[src/rtl/core/pwrp_pkg.sv]
// Package for the peer wire receive parser: constants, codes and beat structs.
// Used by every file in rtl/core.
package pwrp_pkg;
  localparam int MAX_PIECES = 4096;
  localparam int BITMAP_WORDS = (MAX_PIECES + 63) / 64;
  localparam int WORD_BITS = (BITMAP_WORDS > 1) ? $clog2(BITMAP_WORDS) : 1;
  localparam int PIECE_BITS = $clog2(MAX_PIECES) + 1;
  localparam int QUEUE_DEPTH = 2;

  localparam logic [3:0] EV_CHOKE = 4'd0;
  localparam logic [3:0] EV_UNCHOKE = 4'd1;
  localparam logic [3:0] EV_INTERESTED = 4'd2;
  localparam logic [3:0] EV_NOT_INTERESTED = 4'd3;
  localparam logic [3:0] EV_HAVE = 4'd4;
  localparam logic [3:0] EV_BITFIELD = 4'd5;
  localparam logic [3:0] EV_REQUEST = 4'd6;
  localparam logic [3:0] EV_PIECE = 4'd7;
  localparam logic [3:0] EV_CANCEL = 4'd8;
  localparam logic [3:0] EV_KEEPALIVE = 4'd9;
  localparam logic [3:0] EV_ABORT = 4'd10;
  localparam logic [3:0] EV_WORD_READ = 4'd11;
  localparam logic [3:0] EV_HANDSHAKE_OK = 4'd12;

  localparam logic [2:0] AR_PROTOCOL = 3'd0;
  localparam logic [2:0] AR_HASH = 3'd1;
  localparam logic [2:0] AR_SELF = 3'd2;
  localparam logic [2:0] AR_LENGTH = 3'd3;
  localparam logic [2:0] AR_ABORTED = 3'd4;

  localparam logic [2:0] REG_HASH_HI = 3'd0;
  localparam logic [2:0] REG_HASH_MID = 3'd1;
  localparam logic [2:0] REG_HASH_LO = 3'd2;
  localparam logic [2:0] REG_ID_HI = 3'd3;
  localparam logic [2:0] REG_ID_MID = 3'd4;
  localparam logic [2:0] REG_ID_LO = 3'd5;
  localparam logic [2:0] REG_PIECE_COUNT = 3'd6;
  localparam logic [2:0] REG_MAX_LEN = 3'd7;

  localparam logic [7:0] MT_CHOKE = 8'd0;
  localparam logic [7:0] MT_UNCHOKE = 8'd1;
  localparam logic [7:0] MT_INTERESTED = 8'd2;
  localparam logic [7:0] MT_NOT_INTERESTED = 8'd3;
  localparam logic [7:0] MT_HAVE = 8'd4;
  localparam logic [7:0] MT_BITFIELD = 8'd5;
  localparam logic [7:0] MT_REQUEST = 8'd6;
  localparam logic [7:0] MT_PIECE = 8'd7;
  localparam logic [7:0] MT_CANCEL = 8'd8;

  localparam logic [6:0] HS_DONE = 7'd68;

  typedef struct packed {
    logic [3:0]  event_res;
    logic [31:0] piece_number;
    logic [31:0] block_offset;
    logic [31:0] block_length;
    logic [7:0]  data_byte;
    logic        last_data;
    logic [2:0]  abort_reason;
    logic        choked_by_peer;
    logic        peer_interested;
    logic [63:0] bitmap_word;
  } result_t;

  // Classified work handed from the front to the bitmap back end.
  typedef struct packed {
    logic            has_result;  // a result beat follows
    logic            word_read;   // fill bitmap_word from the store
    logic [WORD_BITS-1:0] rd_word;
    logic            rd_in_range;
    logic            set_have;    // set one bit
    logic [31:0]     have_index;
    logic            set_bits;    // bitfield byte: set up to 8 bits
    logic [30:0]     bit_base;    // index of bit 0 of the byte (msb first)
    logic [7:0]      bits;
    result_t         res;
  } work_t;

  function automatic logic [7:0] proto_char(input logic [4:0] k);
    logic [7:0] c;
    case (k)
      5'd0: c = "B";  5'd1: c = "i";  5'd2: c = "t";  5'd3: c = "T";
      5'd4: c = "o";  5'd5: c = "r";  5'd6: c = "r";  5'd7: c = "e";
      5'd8: c = "n";  5'd9: c = "t";  5'd10: c = " "; 5'd11: c = "p";
      5'd12: c = "r"; 5'd13: c = "o"; 5'd14: c = "t"; 5'd15: c = "o";
      5'd16: c = "c"; 5'd17: c = "o"; 5'd18: c = "l";
      default: c = 8'd0;
    endcase
    return c;
  endfunction

  function automatic logic [7:0] id_byte(input logic [63:0] hi, input logic [63:0] mid,
                                         input logic [31:0] lo, input logic [4:0] k);
    logic [7:0] r;
    if (k < 5'd8) r = hi[8*(7-k[2:0]) +: 8];
    else if (k < 5'd16) r = mid[8*(7-k[2:0]) +: 8];
    else r = lo[8*(3-k[1:0]) +: 8];
    return r;
  endfunction
endpackage

[src/rtl/core/pwrp_queue.sv]
// Short work queue between the front end and the bitmap back end.
// Depends on pwrp_pkg.
module pwrp_queue (
  input  logic            clk,
  input  logic            rst,
  input  logic            push,
  input  pwrp_pkg::work_t push_data,
  output logic            full,
  input  logic            pop,
  output logic            empty,
  output pwrp_pkg::work_t pop_data
);
  localparam int PB = $clog2(pwrp_pkg::QUEUE_DEPTH);
  pwrp_pkg::work_t slots [pwrp_pkg::QUEUE_DEPTH];
  logic [PB-1:0] wr_ptr, rd_ptr;
  logic [PB:0]   count;

  assign full = (count == (PB+1)'(pwrp_pkg::QUEUE_DEPTH));
  assign empty = (count == '0);
  assign pop_data = slots[rd_ptr];

  always_ff @(posedge clk) begin
    if (push) slots[wr_ptr] <= push_data;
    if (rst) begin
      wr_ptr <= '0;
      rd_ptr <= '0;
      count <= '0;
    end else begin
      if (push) wr_ptr <= wr_ptr + 1'b1;
      if (pop) rd_ptr <= rd_ptr + 1'b1;
      count <= count + (PB+1)'(push) - (PB+1)'(pop);
    end
  end
endmodule

[config.mk]
export PLATFORM = sky130hd
export DESIGN_NAME = pwrp_queue
export DESIGN_NICKNAME = d
export VERILOG_FILES = /design/src/rtl/core/pwrp_pkg.sv /design/src/rtl/core/pwrp_queue.sv
export SDC_FILE = /design/constraint.sdc
export NUM_CORES = 1
export LEC_CHECK = 0
export BUFFER_PORTS_ARGS = -buffer_cell sky130_fd_sc_hd__buf_2
export CAP_MARGIN = 40
export CORE_ASPECT_RATIO = 0.6
export CORE_MARGIN = 5
export CORE_UTILIZATION = 25
export DETAILED_ROUTE_END_ITERATION = 8
export SLEW_MARGIN = 20
export SYNTH_ARGS = -nofsm -noshare
export SYNTH_HDL_FRONTEND = slang
export SYNTH_SLANG_ARGS = --single-unit
[constraint.sdc]
create_clock -name clk -period 14.4 [get_ports clk]
set_input_delay 1.44 -clock clk [delete_from_list [all_inputs] [get_ports clk]]
set_output_delay 1.44 -clock clk [all_outputs]
set_load 0.02 [all_outputs]
==> key figures <==
Layout
  • # nets final: 1666
  • Layout cell share with drive strength beyond 1: 61.4%
  • P&R area growth vs syn: 28.7%

STA
  • Setup violators final: 0
  • Fin crit share: 34.2%
  • Fin Setup TNS: 0 ns
  • F_max: 0.203 GHz
  • Worst hold slack: 0.533 ns
  • RSZ-0062 raised after global routing: no
  • Slew @ Worst Pin: 0.831 ns
  • Slew margin rel.: 44.6%
  • Slew Viols, Final: 0
  • Clock Skew: 0.00946 ns
  • Min Clock Period, post-route: 4.92 ns
  • Setup slack after layout: 9.48 ns
  • Final-report hold violation count: 0

Route
  • ANT nets after route: 0
  • Violation count after the first detailed-route iteration: 483
  • WL/cell: 17.7 um
  • Residual DRC: 0
  • Vias per cell: 3.90
  • Drt first pass iters: 5
  • Final wirelength: 44200 um
  • Total number of vias: 9726

Synth
  • Cells after synthesis: 830
  • Mean Syn Cell Area: 23.9 um^2
  • Distinct cells, synth: 13
  • Seq cells post-synth: 525
  • Post-Syn Nets: 1096
  • Yosys warns: 0
  • Post-Syn Area: 0.0198 mm^2
  • Share of the yosys chip area belonging to registers: 79.4%

Die
  • I/O Pins: 526
  • Die Y: 228 um
  • Die X: 373 um
  • Core footprint: 0.0780 mm^2
  • Die Area: 0.0851 mm^2
  • Row count: 79
  • Initial Util: 25.4%

Power
  • Internal power: 2.76 mW
  • Worst vdd ir: 76.4 uV
  • NetSw: 0.854 mW
  • Sequential share of power: 50.1%
  • Clock Power Share: 36.2%
  • Pwr dens: 142 mW/mm^2
  • Logic pwr share: 13.7%
  • Total power: 3.61 mW
  • LEAKAGE: 9.74 nW
  • Net Sw Frac: 23.6%

Clocking
  • Cts repair resizes: 0
  • Root buf cell: clkbuf_16
  • Clk_lat worst skew: 0.58 ns
  • Post-CTS setup buffer count: 0
  • Clock-pin transition on the worst setup and hold timing paths: 0.06 ns
  • CTS Buffer Depth: 3
  • # hold bufs at CTS: 0
  • CTS tree: done
  • Clock sinks: 525
  • H-tree level count: 2
  • CTS Buf Count: 49

Worst setup path
  • Req. time, crit path: 12.96 ns
  • RR Startpoint: wr_ptr
  • Type of origin of the critical path: register
  • Crit Path Class: register to output port
  • Critical Path AT: 3.48 ns
  • Reg2reg path depth: 5
  • CP endpoint kind: output port
  • CP Max Fanout: 44

Global routing
  • Largest net degree at the start of global routing: 60
  • Vias in the first global route: 10.7k
  • GRT Residual Overflow: 0
  • Overall routing resource usage: 9.93%
  • Initial antenna violation count: 7
  • First-pass GRT wire length: 65900 um

Run
  • Maxcap violations: 0

Placement
  • Pre-CTS WS: 9.85 ns
  • IO buf count: 525
  • Global placer's final weighted congestion: 0.823
  • Post-DP HPWL: 31500 um

Run status
  • Status: finished clean

Hold path
  • Worst Hold Launch: rd_ptr
  • Hold path depth: 2
  • Worst Hold Class: register to register
-- cell usage in the layout (no fill, tap or decap) --
cell type / instances
bufinv_16: 6
inv_1: 2
clkinv_1: 6
edfxtp_1: 520
mux2_4: 200
diode_2: 5
nor2_1: 5
nor2b_4: 1
nor2b_1: 2
inv_6: 2
and2_4: 1
clkinvlp_4: 4
mux2_2: 60
buf_4: 11
clkbuf_16: 51
buf_12: 4
buf_2: 525
buf_16: 8
clkbuf_1: 12
dfxtp_4: 1
ha_1: 2
clkinv_2: 9
dfxtp_1: 4
xnor3_1: 1
xnor2_1: 2
-- layer usage --
layer	wire, um	GRT usage, %	up-vias
met5	39	0	-
met4	955	2.84	6
met3	3630	3.65	75
met2	21700	17.0	361
met1	17900	11.8	4819
li1	-	-	4465
-- registers in the layout, summed over array words and instances, names as in the netlist, named ones only --
name,cells
slots,520
count,2
wr_ptr,1
rd_ptr,1
-- power groups by stage --
stage	sequential (mW)	clock, mW	combinational [mW]
2_1_floorplan	1.87	0	0.326
3_3_place_gp	1.85	0	0.480
3_5_place_dp	1.85	0	0.502
4_1_cts	1.81	1.36	0.504
5_1_grt	1.82	1.42	0.527
6_report	1.81	1.31	0.495
-- critical path: stages, from the launching register on --
cell     delay, ns
dfxtp_4       0.57
buf_16        0.29
buf_4         0.72
buf_4         0.39
buf_16        0.31
mux2_4        0.34
buf_2         0.16
-- through the flow --
stage               util, %  instance area, um^2  cells
finish                 32.7                25500   2497
global route           32.7                25500   2494
CTS                    32.6                25400   2489
detailed placement     30.5                23800   2399
global placement       30.2                23600   2390
floorplan                 -                19800    830
-- area by class of cell --
cell class / instances / area (um^2)
flip-flops and latches: 525 / 15700
clock inverters: 27 / 295
multi-input cells: 274 / 3800
inverters: 2 / 7.51
fillers: 7551 / 52500
diodes: 5 / 12.5
well taps: 1053 / 1320
repair buffers: 548 / 3010
clock buffers: 63 / 1320
-- worst paths after layout --
| kind | to | slack, ns |
|---|---|---|
| worst max-delay path | pop_data[160] | 9.48 |
| worst min-delay path | register | 0.53 |
| worst max register to register | slots[1][240] | 11.75 |
| worst min register to register | register | 0.53 |
-- cells by family after synthesis --
group         after synthesis  share of synthesized area [%]
mux                       260                           18.6
xor+xnor                    3                          0.202
flops                     525                           79.4
buf+inv                    31                           1.50
simple gates                9                          0.221
fa+ha+maj                   2                          0.126
-- synthesized netlist by cell type --
cell type	n	area [um^2]
inv_1	2	7.51
mux2_4	200	3000
edfxtp_1	520	15600
mux2_2	60	676
ha_1	2	25.0
dfxtp_1	5	100
nor2b_1	3	18.8
buf_6	23	259
xnor2_1	2	17.5
xnor3_1	1	22.5
nor2_1	5	18.8
and2_1	1	6.26
buf_2	6	30.0
No activity file was read; power rests on OpenSTA's default activity.
