[src/rtl/core/pwrp_pkg.sv]
// Package for the peer wire receive parser: constants, codes and beat structs.
// Used by every file in rtl/core.
package pwrp_pkg;
  localparam int MAX_PIECES = 4096;
  localparam int BITMAP_WORDS = (MAX_PIECES + 63) / 64;
  localparam int WORD_BITS = (BITMAP_WORDS > 1) ? $clog2(BITMAP_WORDS) : 1;
  localparam int PIECE_BITS = $clog2(MAX_PIECES) + 1;
  localparam int QUEUE_DEPTH = 2;

  localparam logic [3:0] EV_CHOKE = 4'd0;
  localparam logic [3:0] EV_UNCHOKE = 4'd1;
  localparam logic [3:0] EV_INTERESTED = 4'd2;
  localparam logic [3:0] EV_NOT_INTERESTED = 4'd3;
  localparam logic [3:0] EV_HAVE = 4'd4;
  localparam logic [3:0] EV_BITFIELD = 4'd5;
  localparam logic [3:0] EV_REQUEST = 4'd6;
  localparam logic [3:0] EV_PIECE = 4'd7;
  localparam logic [3:0] EV_CANCEL = 4'd8;
  localparam logic [3:0] EV_KEEPALIVE = 4'd9;
  localparam logic [3:0] EV_ABORT = 4'd10;
  localparam logic [3:0] EV_WORD_READ = 4'd11;
  localparam logic [3:0] EV_HANDSHAKE_OK = 4'd12;

  localparam logic [2:0] AR_PROTOCOL = 3'd0;
  localparam logic [2:0] AR_HASH = 3'd1;
  localparam logic [2:0] AR_SELF = 3'd2;
  localparam logic [2:0] AR_LENGTH = 3'd3;
  localparam logic [2:0] AR_ABORTED = 3'd4;

  localparam logic [2:0] REG_HASH_HI = 3'd0;
  localparam logic [2:0] REG_HASH_MID = 3'd1;
  localparam logic [2:0] REG_HASH_LO = 3'd2;
  localparam logic [2:0] REG_ID_HI = 3'd3;
  localparam logic [2:0] REG_ID_MID = 3'd4;
  localparam logic [2:0] REG_ID_LO = 3'd5;
  localparam logic [2:0] REG_PIECE_COUNT = 3'd6;
  localparam logic [2:0] REG_MAX_LEN = 3'd7;

  localparam logic [7:0] MT_CHOKE = 8'd0;
  localparam logic [7:0] MT_UNCHOKE = 8'd1;
  localparam logic [7:0] MT_INTERESTED = 8'd2;
  localparam logic [7:0] MT_NOT_INTERESTED = 8'd3;
  localparam logic [7:0] MT_HAVE = 8'd4;
  localparam logic [7:0] MT_BITFIELD = 8'd5;
  localparam logic [7:0] MT_REQUEST = 8'd6;
  localparam logic [7:0] MT_PIECE = 8'd7;
  localparam logic [7:0] MT_CANCEL = 8'd8;

  localparam logic [6:0] HS_DONE = 7'd68;

  typedef struct packed {
    logic [3:0]  event_res;
    logic [31:0] piece_number;
    logic [31:0] block_offset;
    logic [31:0] block_length;
    logic [7:0]  data_byte;
    logic        last_data;
    logic [2:0]  abort_reason;
    logic        choked_by_peer;
    logic        peer_interested;
    logic [63:0] bitmap_word;
  } result_t;

  // Classified work handed from the front to the bitmap back end.
  typedef struct packed {
    logic            has_result;  // a result beat follows
    logic            word_read;   // fill bitmap_word from the store
    logic [WORD_BITS-1:0] rd_word;
    logic            rd_in_range;
    logic            set_have;    // set one bit
    logic [31:0]     have_index;
    logic            set_bits;    // bitfield byte: set up to 8 bits
    logic [30:0]     bit_base;    // index of bit 0 of the byte (msb first)
    logic [7:0]      bits;
    result_t         res;
  } work_t;

  function automatic logic [7:0] proto_char(input logic [4:0] k);
    logic [7:0] c;
    case (k)
      5'd0: c = "B";  5'd1: c = "i";  5'd2: c = "t";  5'd3: c = "T";
      5'd4: c = "o";  5'd5: c = "r";  5'd6: c = "r";  5'd7: c = "e";
      5'd8: c = "n";  5'd9: c = "t";  5'd10: c = " "; 5'd11: c = "p";
      5'd12: c = "r"; 5'd13: c = "o"; 5'd14: c = "t"; 5'd15: c = "o";
      5'd16: c = "c"; 5'd17: c = "o"; 5'd18: c = "l";
      default: c = 8'd0;
    endcase
    return c;
  endfunction

  function automatic logic [7:0] id_byte(input logic [63:0] hi, input logic [63:0] mid,
                                         input logic [31:0] lo, input logic [4:0] k);
    logic [7:0] r;
    if (k < 5'd8) r = hi[8*(7-k[2:0]) +: 8];
    else if (k < 5'd16) r = mid[8*(7-k[2:0]) +: 8];
    else r = lo[8*(3-k[1:0]) +: 8];
    return r;
  endfunction
endpackage

[src/rtl/core/pwrp_front.sv]
// Front end: runs the handshake and message framing for each accepted beat and
// emits one classified work word per beat. Depends on pwrp_pkg.
module pwrp_front (
  input  logic              clk,
  input  logic              rst,
  input  logic              in_valid,
  input  logic              command,
  input  logic [7:0]        rx_byte,
  input  logic [5:0]        word_select,
  input  logic [63:0]       hash_hi,
  input  logic [63:0]       hash_mid,
  input  logic [31:0]       hash_lo,
  input  logic [63:0]       id_hi,
  input  logic [63:0]       id_mid,
  input  logic [31:0]       id_lo,
  input  logic [30:0]       max_len,
  output pwrp_pkg::work_t   work
);
  logic [6:0]  hs_pos, hs_pos_next;
  logic [2:0]  len_seen, len_seen_next;
  logic [31:0] msg_len, msg_len_next;
  logic [30:0] msg_pos, msg_pos_next;
  logic [7:0]  msg_type, msg_type_next;
  logic [31:0] acc [3];
  logic [31:0] acc_next [3];
  logic        choked, choked_next, interested, interested_next, aborted, aborted_next;
  pwrp_pkg::work_t w;

  always_comb begin
    logic [4:0]  k;
    logic [31:0] nl;
    logic [30:0] q;
    logic        last;
    logic [7:0]  mt;
    hs_pos_next = hs_pos;
    len_seen_next = len_seen;
    msg_len_next = msg_len;
    msg_pos_next = msg_pos;
    msg_type_next = msg_type;
    acc_next = acc;
    choked_next = choked;
    interested_next = interested;
    aborted_next = aborted;
    k = 5'd0;
    nl = 32'd0;
    q = 31'd0;
    last = 1'b0;
    mt = msg_type;
    w = '0;
    w.rd_word = word_select[pwrp_pkg::WORD_BITS-1:0];
    w.rd_in_range = ({26'd0, word_select} < 32'(pwrp_pkg::BITMAP_WORDS));
    if (command) begin
      w.has_result = 1'b1;
      w.word_read = 1'b1;
      w.res.event_res = pwrp_pkg::EV_WORD_READ;
    end else if (aborted) begin
      w.has_result = 1'b1;
      w.res.event_res = pwrp_pkg::EV_ABORT;
      w.res.abort_reason = pwrp_pkg::AR_ABORTED;
    end else if (hs_pos < pwrp_pkg::HS_DONE) begin
      hs_pos_next = hs_pos + 7'd1;
      if (hs_pos == 7'd0) begin
        if (rx_byte != 8'd19) begin
          w.has_result = 1'b1;
          w.res.event_res = pwrp_pkg::EV_ABORT;
          w.res.abort_reason = pwrp_pkg::AR_PROTOCOL;
        end
      end else if (hs_pos <= 7'd19) begin
        k = 5'(hs_pos - 7'd1);
        if (rx_byte != pwrp_pkg::proto_char(k)) begin
          w.has_result = 1'b1;
          w.res.event_res = pwrp_pkg::EV_ABORT;
          w.res.abort_reason = pwrp_pkg::AR_PROTOCOL;
        end
      end else if (hs_pos <= 7'd27) begin
        k = 5'd0;
      end else if (hs_pos <= 7'd47) begin
        k = 5'(hs_pos - 7'd28);
        if (rx_byte != pwrp_pkg::id_byte(hash_hi, hash_mid, hash_lo, k)) begin
          w.has_result = 1'b1;
          w.res.event_res = pwrp_pkg::EV_ABORT;
          w.res.abort_reason = pwrp_pkg::AR_HASH;
        end
      end else begin
        k = 5'(hs_pos - 7'd48);
        if (k == 5'd0) acc_next[0] = 32'd1;
        if (rx_byte != pwrp_pkg::id_byte(id_hi, id_mid, id_lo, k)) acc_next[0] = 32'd0;
        if (k == 5'd19) begin
          w.has_result = 1'b1;
          if (acc_next[0][0]) begin
            w.res.event_res = pwrp_pkg::EV_ABORT;
            w.res.abort_reason = pwrp_pkg::AR_SELF;
          end else begin
            w.res.event_res = pwrp_pkg::EV_HANDSHAKE_OK;
          end
          acc_next[0] = 32'd0;
        end
      end
      if (w.res.event_res == pwrp_pkg::EV_ABORT && w.has_result) begin
        aborted_next = 1'b1;
        hs_pos_next = hs_pos;
      end
    end else if (len_seen < 3'd4) begin
      nl = {msg_len[23:0], rx_byte};
      msg_len_next = nl;
      len_seen_next = len_seen + 3'd1;
      if (len_seen == 3'd3) begin
        if (nl == 32'd0) begin
          w.has_result = 1'b1;
          w.res.event_res = pwrp_pkg::EV_KEEPALIVE;
          len_seen_next = 3'd0;
          msg_pos_next = 31'd0;
        end else if (nl > {1'b0, max_len}) begin
          w.has_result = 1'b1;
          w.res.event_res = pwrp_pkg::EV_ABORT;
          w.res.abort_reason = pwrp_pkg::AR_LENGTH;
          aborted_next = 1'b1;
        end else begin
          msg_pos_next = 31'd0;
        end
      end
    end else begin
      if (msg_pos == 31'd0) begin
        mt = rx_byte;
        msg_type_next = rx_byte;
        acc_next[0] = 32'd0;
        acc_next[1] = 32'd0;
        acc_next[2] = 32'd0;
      end else if (msg_pos <= 31'd12) begin
        q = msg_pos - 31'd1;
        acc_next[q[3:2]][8*(3-q[1:0]) +: 8] = rx_byte;
      end
      // Bitfield bytes past the store can never set a bit, so they are not sent on.
      if (mt == pwrp_pkg::MT_BITFIELD && msg_pos != 31'd0 &&
          msg_pos <= 31'(pwrp_pkg::MAX_PIECES / 8)) begin
        w.set_bits = 1'b1;
        w.bit_base = (msg_pos - 31'd1) << 3;
        w.bits = rx_byte;
      end
      last = ({1'b0, msg_pos} + 32'd1 == msg_len);
      w.res.piece_number = acc_next[0];
      msg_pos_next = msg_pos + 31'd1;
      if (last) begin
        len_seen_next = 3'd0;
        msg_len_next = 32'd0;
        msg_pos_next = 31'd0;
      end
      if (mt == pwrp_pkg::MT_PIECE && msg_pos >= 31'd9) begin
        w.has_result = 1'b1;
        w.res.event_res = pwrp_pkg::EV_PIECE;
        w.res.block_offset = acc_next[1];
        w.res.block_length = msg_len - 32'd9;
        w.res.data_byte = rx_byte;
        w.res.last_data = last;
      end else if (last) begin
        w.has_result = 1'b1;
        w.res.piece_number = 32'd0;
        unique case (mt)
          pwrp_pkg::MT_CHOKE: begin
            choked_next = 1'b1;
            w.res.event_res = pwrp_pkg::EV_CHOKE;
          end
          pwrp_pkg::MT_UNCHOKE: begin
            choked_next = 1'b0;
            w.res.event_res = pwrp_pkg::EV_UNCHOKE;
          end
          pwrp_pkg::MT_INTERESTED: begin
            interested_next = 1'b1;
            w.res.event_res = pwrp_pkg::EV_INTERESTED;
          end
          pwrp_pkg::MT_NOT_INTERESTED: begin
            interested_next = 1'b0;
            w.res.event_res = pwrp_pkg::EV_NOT_INTERESTED;
          end
          pwrp_pkg::MT_HAVE: begin
            w.res.event_res = pwrp_pkg::EV_HAVE;
            w.res.piece_number = acc_next[0];
            w.set_have = 1'b1;
            w.have_index = acc_next[0];
          end
          pwrp_pkg::MT_BITFIELD: w.res.event_res = pwrp_pkg::EV_BITFIELD;
          pwrp_pkg::MT_REQUEST, pwrp_pkg::MT_CANCEL: begin
            w.res.event_res = mt[3:0];
            w.res.piece_number = acc_next[0];
            w.res.block_offset = acc_next[1];
            w.res.block_length = acc_next[2];
          end
          pwrp_pkg::MT_PIECE: begin
            w.res.event_res = pwrp_pkg::EV_PIECE;
            w.res.piece_number = acc_next[0];
            w.res.block_offset = acc_next[1];
            w.res.last_data = 1'b1;
          end
          default: w.has_result = 1'b0;
        endcase
      end
    end
    w.res.choked_by_peer = choked_next;
    w.res.peer_interested = interested_next;
  end

  assign work = w;

  always_ff @(posedge clk) begin
    if (rst) begin
      hs_pos <= '0;
      len_seen <= '0;
      msg_len <= '0;
      msg_pos <= '0;
      msg_type <= '0;
      acc[0] <= '0;
      acc[1] <= '0;
      acc[2] <= '0;
      choked <= 1'b1;
      interested <= 1'b0;
      aborted <= 1'b0;
    end else if (in_valid) begin
      hs_pos <= hs_pos_next;
      len_seen <= len_seen_next;
      msg_len <= msg_len_next;
      msg_pos <= msg_pos_next;
      msg_type <= msg_type_next;
      acc <= acc_next;
      choked <= choked_next;
      interested <= interested_next;
      aborted <= aborted_next;
    end
  end
endmodule

[config.mk]
export PLATFORM = sky130hd
export DESIGN_NAME = pwrp_front
export DESIGN_NICKNAME = d
export VERILOG_FILES = /design/src/rtl/core/pwrp_pkg.sv /design/src/rtl/core/pwrp_front.sv
export SDC_FILE = /design/constraint.sdc
export NUM_CORES = 1
export LEC_CHECK = 0
export BUFFER_PORTS_ARGS = -buffer_cell sky130_fd_sc_hd__buf_4
export CAP_MARGIN = 20
export CORE_AREA = 2 2 245 247
export CTS_CLUSTER_DIAMETER = 150
export DETAILED_ROUTE_END_ITERATION = 6
export DIE_AREA = 0 0 247 249
export PLACE_DENSITY = 0.49
export SYNTH_ARGS = -nofsm -noshare
export SYNTH_HDL_FRONTEND = slang
export SYNTH_SLANG_ARGS = --single-unit
[constraint.sdc]
create_clock -name clk -period 13.7 [get_ports clk]
set_input_delay 0.685 -clock clk [delete_from_list [all_inputs] [get_ports clk]]
set_output_delay 0.685 -clock clk [all_outputs]
set_load 0.05 [all_outputs]
==> results.sh, run 1 <==
export IMPL_critPathSlowestCell="nor4_1"
export IMPL_start_util_pct=29.6
export IMPL_peakVddDrop_mv=0.0722
export IMPL_dr_pass1_iters=5
export IMPL_viasPerCell=5.64
export IMPL_fmaxAchievable_mhz=140
export IMPL_fp_dieArea_mm2=0.0615
export IMPL_cpMostUsedCell="buf_4"
export IMPL_ys_top_cells_by_area="dfxtp_1 21%, mux4_2 7.3%, nor2_1 6.4%"
export IMPL_wl_per_cell_um=25.8
export IMPL_finClkSkew_ns=0.00981
export IMPL_overflow=0
export IMPL_grt_pass1_wl_mm=129
export IMPL_mappedNetlistArea_mm2=0.0173
export IMPL_tightestPinTransition_ns=1.11
export IMPL_fin_tns_setup_ns=0
export IMPL_numCtsBuffers=17
export IMPL_critPathMaxStageDelay_ns=0.87
export IMPL_place_congestion=0.973
export IMPL_hpwl_mm=69.5
export IMPL_drc=0
export IMPL_regToRegSetupSlack_ns=8.20
export IMPL_area_growth_pct=26.9
export IMPL_port_buffers=539
export IMPL_clk_pin_slew_ns=0.07
export IMPL_ant_nets=0
export IMPL_required_ns=13.02
export IMPL_postCtsSetupRepairBufs=0
export IMPL_place_inst=3426
export IMPL_fin_cells=3460
export IMPL_die_w_um=247
export IMPL_fin_hold_ws_ns=0.463
export IMPL_antenna_found_initial=3
export IMPL_ys_types=92
export IMPL_clk_path_buf_depth=2
export IMPL_period_share_pct=52.1
export IMPL_synth_seq_cells=180
export IMPL_async_flop_share_pct=0
export IMPL_synth_flop_cell="dfxtp_1"
export IMPL_cts_repair_resized=0
export IMPL_drt_wl_total_mm=89.3
export IMPL_io_pins=629
export IMPL_worst_skew_pair_late_latency_ns=0.49
export IMPL_clock_root_buffer="clkbuf_16"
export IMPL_grt_setup_unrepaired="false"
export IMPL_fin_nets=3091
export IMPL_critPathCaptureType="output port"
export IMPL_p_leak_nw=8.82
export IMPL_h_tree_depth=4
export IMPL_yosysTopAreaCell="dfxtp_1"
export IMPL_maxCapViolations=0
export IMPL_ys_warn_count=0
export IMPL_drt_initial_drc_count=1674
export IMPL_grt_max_degree=94
export IMPL_finalCriticalPeriod_ns=7.14
export IMPL_tritoncts="built"
export IMPL_crit_path_cell_trace="ha_1 > nand3_1 > nor4_1 > and4b_1 > nor3_1 > o31ai_1 > nand4b_1 > nor2_2 > o21ai_2 > buf_4 > or4_2 > buf_4 > a21oi_1 > buf_4"
export IMPL_worstSetupPathType="reg2out"
export IMPL_place_area_mm2=0.0214
export IMPL_numClockSinks=180
export IMPL_outcome="finished, final reports clean"
export IMPL_r2r_cells=13
export IMPL_worst_ep_arrival_time_ns=6.45
export IMPL_synth_edf_count=0
export IMPL_cp_max_fo=32
export IMPL_netlist_instances=2301
export IMPL_dieHeight_um=249
export IMPL_synth_top_cell_area_share_pct=20.8
export IMPL_design_area_mm2=0.0220
export IMPL_grtUsageTotal_pct=28.4
export IMPL_hold_path_class="reg2reg"
export IMPL_final_layout_size_suffix_gt1_share_pct=28.0
export IMPL_ys_seq_area_share_pct=20.8
export IMPL_power_density_mw_per_mm2=57.8
export IMPL_vias=19500
export IMPL_slew_headroom_pct=26.3
export IMPL_grt_pass1_vias=18900
export IMPL_postSynthAreaPerCell_um2=7.54
export IMPL_post_route_util_pct=37.5
export IMPL_setup_viol=0
export IMPL_drv_slew=0
export IMPL_core_mm2=0.0587
export IMPL_start_kind="register"
export IMPL_std_cell_rows=89
export IMPL_cts_hold_buf=0
export IMPL_hold_depth=2
export IMPL_hold_viol_final=0
==> area by class of cell <==
cell class | count | area, um2
Tap cell | 773 | 967
Timing Repair Buffer | 574 | 4310
Sequential cell | 180 | 3610
Fill cell | 6166 | 36700
Clock buffer | 20 | 457
Multi-Input combinational cell | 1835 | 12300
Antenna cell | 2 | 5.00
Inverter | 64 | 240
Clock inverter | 12 | 119
==> cells in the final DEF, fill, tap and decap left out, types with 23 or more instances in the layout <==
cell type	n
xnor2_1	55
nand2_1	200
nor3_1	123
mux2_2	24
or3_1	25
a21oi_1	137
ha_1	50
a22oi_1	63
o21ai_0	73
buf_4	574
a32oi_1	74
a22o_1	37
and3_1	23
mux4_2	56
xor2_1	38
inv_1	61
nor4_1	26
nand3_1	47
nor2_1	295
conb_1	77
nand4_1	24
mux2i_1	53
dfxtp_1	177
==> cell families (layout without fill, tap and decap cells) <==
logic type | after synthesis | count (layout) | share of synthesized area (%)
AO/OA/AOI/OAI | 561 | 561 | 22.4
XOR/XNOR | 94 | 94 | 4.83
adder cells (fa/ha/maj) | 50 | 50 | 3.61
buffers and inverters | 361 | 670 | 10.3
flip-flops | 180 | 180 | 20.8
multiplexers | 133 | 133 | 11.9
other | 2 | 79 | 0.0433
AND/OR/NAND/NOR | 920 | 920 | 26.2
==> sequential cells by signal, indices dropped and copies added (netlist names) <==
register,count
msg_pos,31
interested,1
acc,96
choked,1
msg_len,32
len_seen,3
aborted,1
hs_pos,7
msg_type,8
==> per-layer routing <==
layer  vias to the layer above  global-route usage, %  part of all wire, %
met5                         -                      0                    0
met4                         0                   7.69                  2.2
met3                        97                   3.29                  4.9
met2                       803                   49.3                   50
met1                      9611                   36.8                   43
li1                       9001                      -                    -
==> final timing paths <==
kind                                 start                       end
setup / recovery   msg_pos[0]$_SDFFE_PP0P_                 work[111]
hold / removal    msg_type[6]$_SDFFE_PP0P_  msg_type[6]$_SDFFE_PP0P_
setup reg to reg    hs_pos[1]$_SDFFE_PP0P_    hs_pos[3]$_SDFFE_PP0P_
hold reg to reg   msg_type[6]$_SDFFE_PP0P_  msg_type[6]$_SDFFE_PP0P_
==> through the flow <==
stage / total power [W] / setup WS, ns
floorplan: 0.000670 / 8.24
global placement: 0.000767 / 7.41
detailed placement: 0.000769 / 7.18
CTS: 0.00128 / 6.60
global route: 0.00131 / 6.13
finish: 0.00127 / 6.56
==> worst max-delay path: cells and delay by family, from the launching register on <==
family | cells | cell delay, ns
flops | 1 | 0.67
compound gates | 3 | 0.84
buf+inv | 3 | 0.84
fa+ha+maj | 1 | 0.40
simple gates | 7 | 3.14
==> power by group <==
group          internal (W)  switching [W]  leakage [nW]
clock network      0.000263       0.000250         0.273
logic             0.0000978       0.000136          7.09
registers          0.000523    0.000000831          1.45
==> cells in the mapped netlist (26+ instances only) <==
| master | instances |
|---|---|
| nor2_1 | 295 |
| nand2_1 | 200 |
| dfxtp_1 | 180 |
| clkbuf_1 | 160 |
| a21oi_1 | 138 |
| nor3_1 | 125 |
| buf_4 | 95 |
| a32oi_1 | 74 |
| o21ai_0 | 74 |
| a22oi_1 | 63 |
| inv_1 | 61 |
| mux4_2 | 56 |
| xnor2_1 | 55 |
| mux2i_1 | 53 |
| ha_1 | 50 |
| nand3_1 | 47 |
| xor2_1 | 38 |
| a22o_1 | 37 |
| buf_2 | 29 |
| nor4_1 | 26 |
Note: power is estimated with default switching activity, not from simulation.
==> run 2, diff against run 1 <==
- clock period: 13.7 -> 7.3 ns (I/O delays scaled with it)
==> results.sh, run 2 (synthesis results as in run 1) <==
export IMPL_outcome="finished, final reports clean"
export IMPL_final_cell_mix="569 x buf_4, 295 x nor2_1, 200 x nand2_1, 177 x dfxtp_1, 137 x a21oi_1"
export IMPL_required_ns=6.93
export IMPL_critPathCaptureType="output port"
export IMPL_largest_register_ffs=96
export IMPL_clk_path_buf_depth=2
export IMPL_slew_headroom_pct=26.3
export IMPL_ant_nets=0
export IMPL_start_util_pct=29.6
export IMPL_dieHeight_um=249
export IMPL_io_pins=629
export IMPL_die_w_um=247
export IMPL_grtUsageTotal_pct=28.3
export IMPL_viasPerCell=5.60
export IMPL_cts_repair_resized=0
export IMPL_start_kind="register"
export IMPL_place_congestion=0.974
export IMPL_maxCapViolations=0
export IMPL_tightestPinTransition_ns=1.11
export IMPL_clock_root_buffer="clkbuf_16"
export IMPL_regMostFlops="acc"
export IMPL_hold_end="aborted$_SDFFE_PP0P_"
export IMPL_grt_setup_unrepaired="false"
export IMPL_area_growth_pct=27.1
export IMPL_finClkSkew_ns=0.0110
export IMPL_wl_per_cell_um=26.1
export IMPL_r2r_cells=12
export IMPL_dr_pass1_iters=6
export IMPL_port_buffers=539
export IMPL_worst_skew_pair_late_latency_ns=0.46
export IMPL_period_share_pct=87.8
export IMPL_worstSetupPathType="reg2out"
export IMPL_grt_max_degree=94
export IMPL_fin_cells=3461
export IMPL_final_layout_size_suffix_gt1_share_pct=28.0
export IMPL_worst_ep_arrival_time_ns=6.04
export IMPL_hold_path_class="in2reg"
export IMPL_grt_pass1_wl_mm=128
export IMPL_hold_viol_final=0
export IMPL_largest_registers="acc: 96 flops, msg_len: 32 flops, msg_pos: 31 flops"
export IMPL_drv_slew=0
export IMPL_fin_tns_setup_ns=0
export IMPL_fin_nets=3090
export IMPL_fp_dieArea_mm2=0.0615
export IMPL_clk_pin_slew_ns=0.07
export IMPL_worst_r2r_endpoint="hs_pos[3]$_SDFFE_PP0P_"
export IMPL_finalCriticalPeriod_ns=6.41
export IMPL_power_density_mw_per_mm2=107
export IMPL_setup_viol=0
export IMPL_hold_depth=3
export IMPL_drc=0
export IMPL_hpwl_mm=70.9
export IMPL_drt_wl_total_mm=90.4
export IMPL_p_leak_nw=8.83
export IMPL_numCtsBuffers=17
export IMPL_cts_hold_buf=0
export IMPL_overflow=0
export IMPL_drt_initial_drc_count=1501
export IMPL_layout_commonest_cell="buf_4"
export IMPL_antenna_found_initial=7
export IMPL_vias=19400
export IMPL_core_mm2=0.0587
export IMPL_fmaxAchievable_mhz=156
export IMPL_h_tree_depth=4
export IMPL_timing_rr_start="hs_pos[0]$_SDFFE_PP0P_"
export IMPL_place_inst=3423
export IMPL_regToRegSetupSlack_ns=1.78
export IMPL_numClockSinks=180
export IMPL_std_cell_rows=89
export IMPL_min_from="in_valid"
export IMPL_postCtsSetupRepairBufs=0
export IMPL_tritoncts="built"
export IMPL_grt_pass1_vias=18600
export IMPL_cp_max_fo=23
export IMPL_peakVddDrop_mv=0.129
run 2: cell types whose count changed in the layout (fill, tap and decap cells not counted):
cell / before / now
clkinv_2: 2 / 1
buf_12: 0 / 2
buf_16: 0 / 1
inv_8: 2 / 1
diode_2: 2 / 7
clkinv_4: 0 / 1
buf_2: 0 / 1
clkbuf_1: 1 / 0
buf_4: 574 / 569
clkbuf_8: 2 / 3
clkinvlp_4: 4 / 2
run 2: worst max-delay path by stage:
| stage | cells past startpoint | start | slack [ns] | to |
|---|---|---|---|---|
| after detailed placement | 13 | msg_pos[0]$_SDFFE_PP0P_ | 1.00 | work[131] |
| final | 14 | msg_pos[0]$_SDFFE_PP0P_ | 0.89 | work[131] |
| after global routing | 14 | msg_pos[0]$_SDFFE_PP0P_ | 0.56 | work[131] |
| after floorplan | 11 | msg_pos[8]$_SDFFE_PP0P_ | 2.16 | work[175] |
| after CTS | 13 | msg_pos[0]$_SDFFE_PP0P_ | 0.47 | work[126] |
| after global placement | 12 | msg_pos[0]$_SDFFE_PP0P_ | 1.18 | work[126] |
run 2: area by class of cell:
type	count	area, um2
sequential	180	3610
tap	773	967
clock inverter	9	96.3
clock buffer	20	467
fill	6107	36600
antenna	7	17.5
inverter	64	240
timing repair buffer	573	4340
multi-input combinational	1835	12300
run 2: layer usage:
metal	track usage [%]	routed length, um	vias up
met3	5.82	5670	110
met1	35.5	37600	9502
met2	47.5	44100	768
met4	10.5	3010	4
li1	-	-	9006
met5	0	34	-
run 2: per-stage QoR:
stage	util (%)	setup slack, ns	hold slack [ns]	power (W)	cell area (um2)
4_1_cts	37.4	0.473	0.222	0.00238	22000
2_1_floorplan	-	2.16	0.431	0.00126	17600
3_3_place_gp	36.5	1.18	0.443	0.00144	21400
3_5_place_dp	36.5	1.00	0.446	0.00144	21400
5_1_grt	37.5	0.561	0.239	0.00244	22000
6_report	37.6	0.891	0.248	0.00237	22000
run 2: power by group:
part	internal (W)	switching, W
clock network	0.000497	0.000443
logic	0.000183	0.000258
registers	0.000982	0.00000202
run 2: critical path, cell delays in order (launching register included):
cell and delay, ns:
dfxtp_1 0.67, ha_1 0.41, and3_1 0.39, nand4_1 0.33, or3_1 0.46, a221o_1 0.37
nor4_1 0.54, nand4b_1 0.44, nor2_2 0.24, o21ai_2 0.09, or4_2 0.81, buf_12 0.26
buf_4 0.22, a21oi_2 0.12, buf_4 0.21
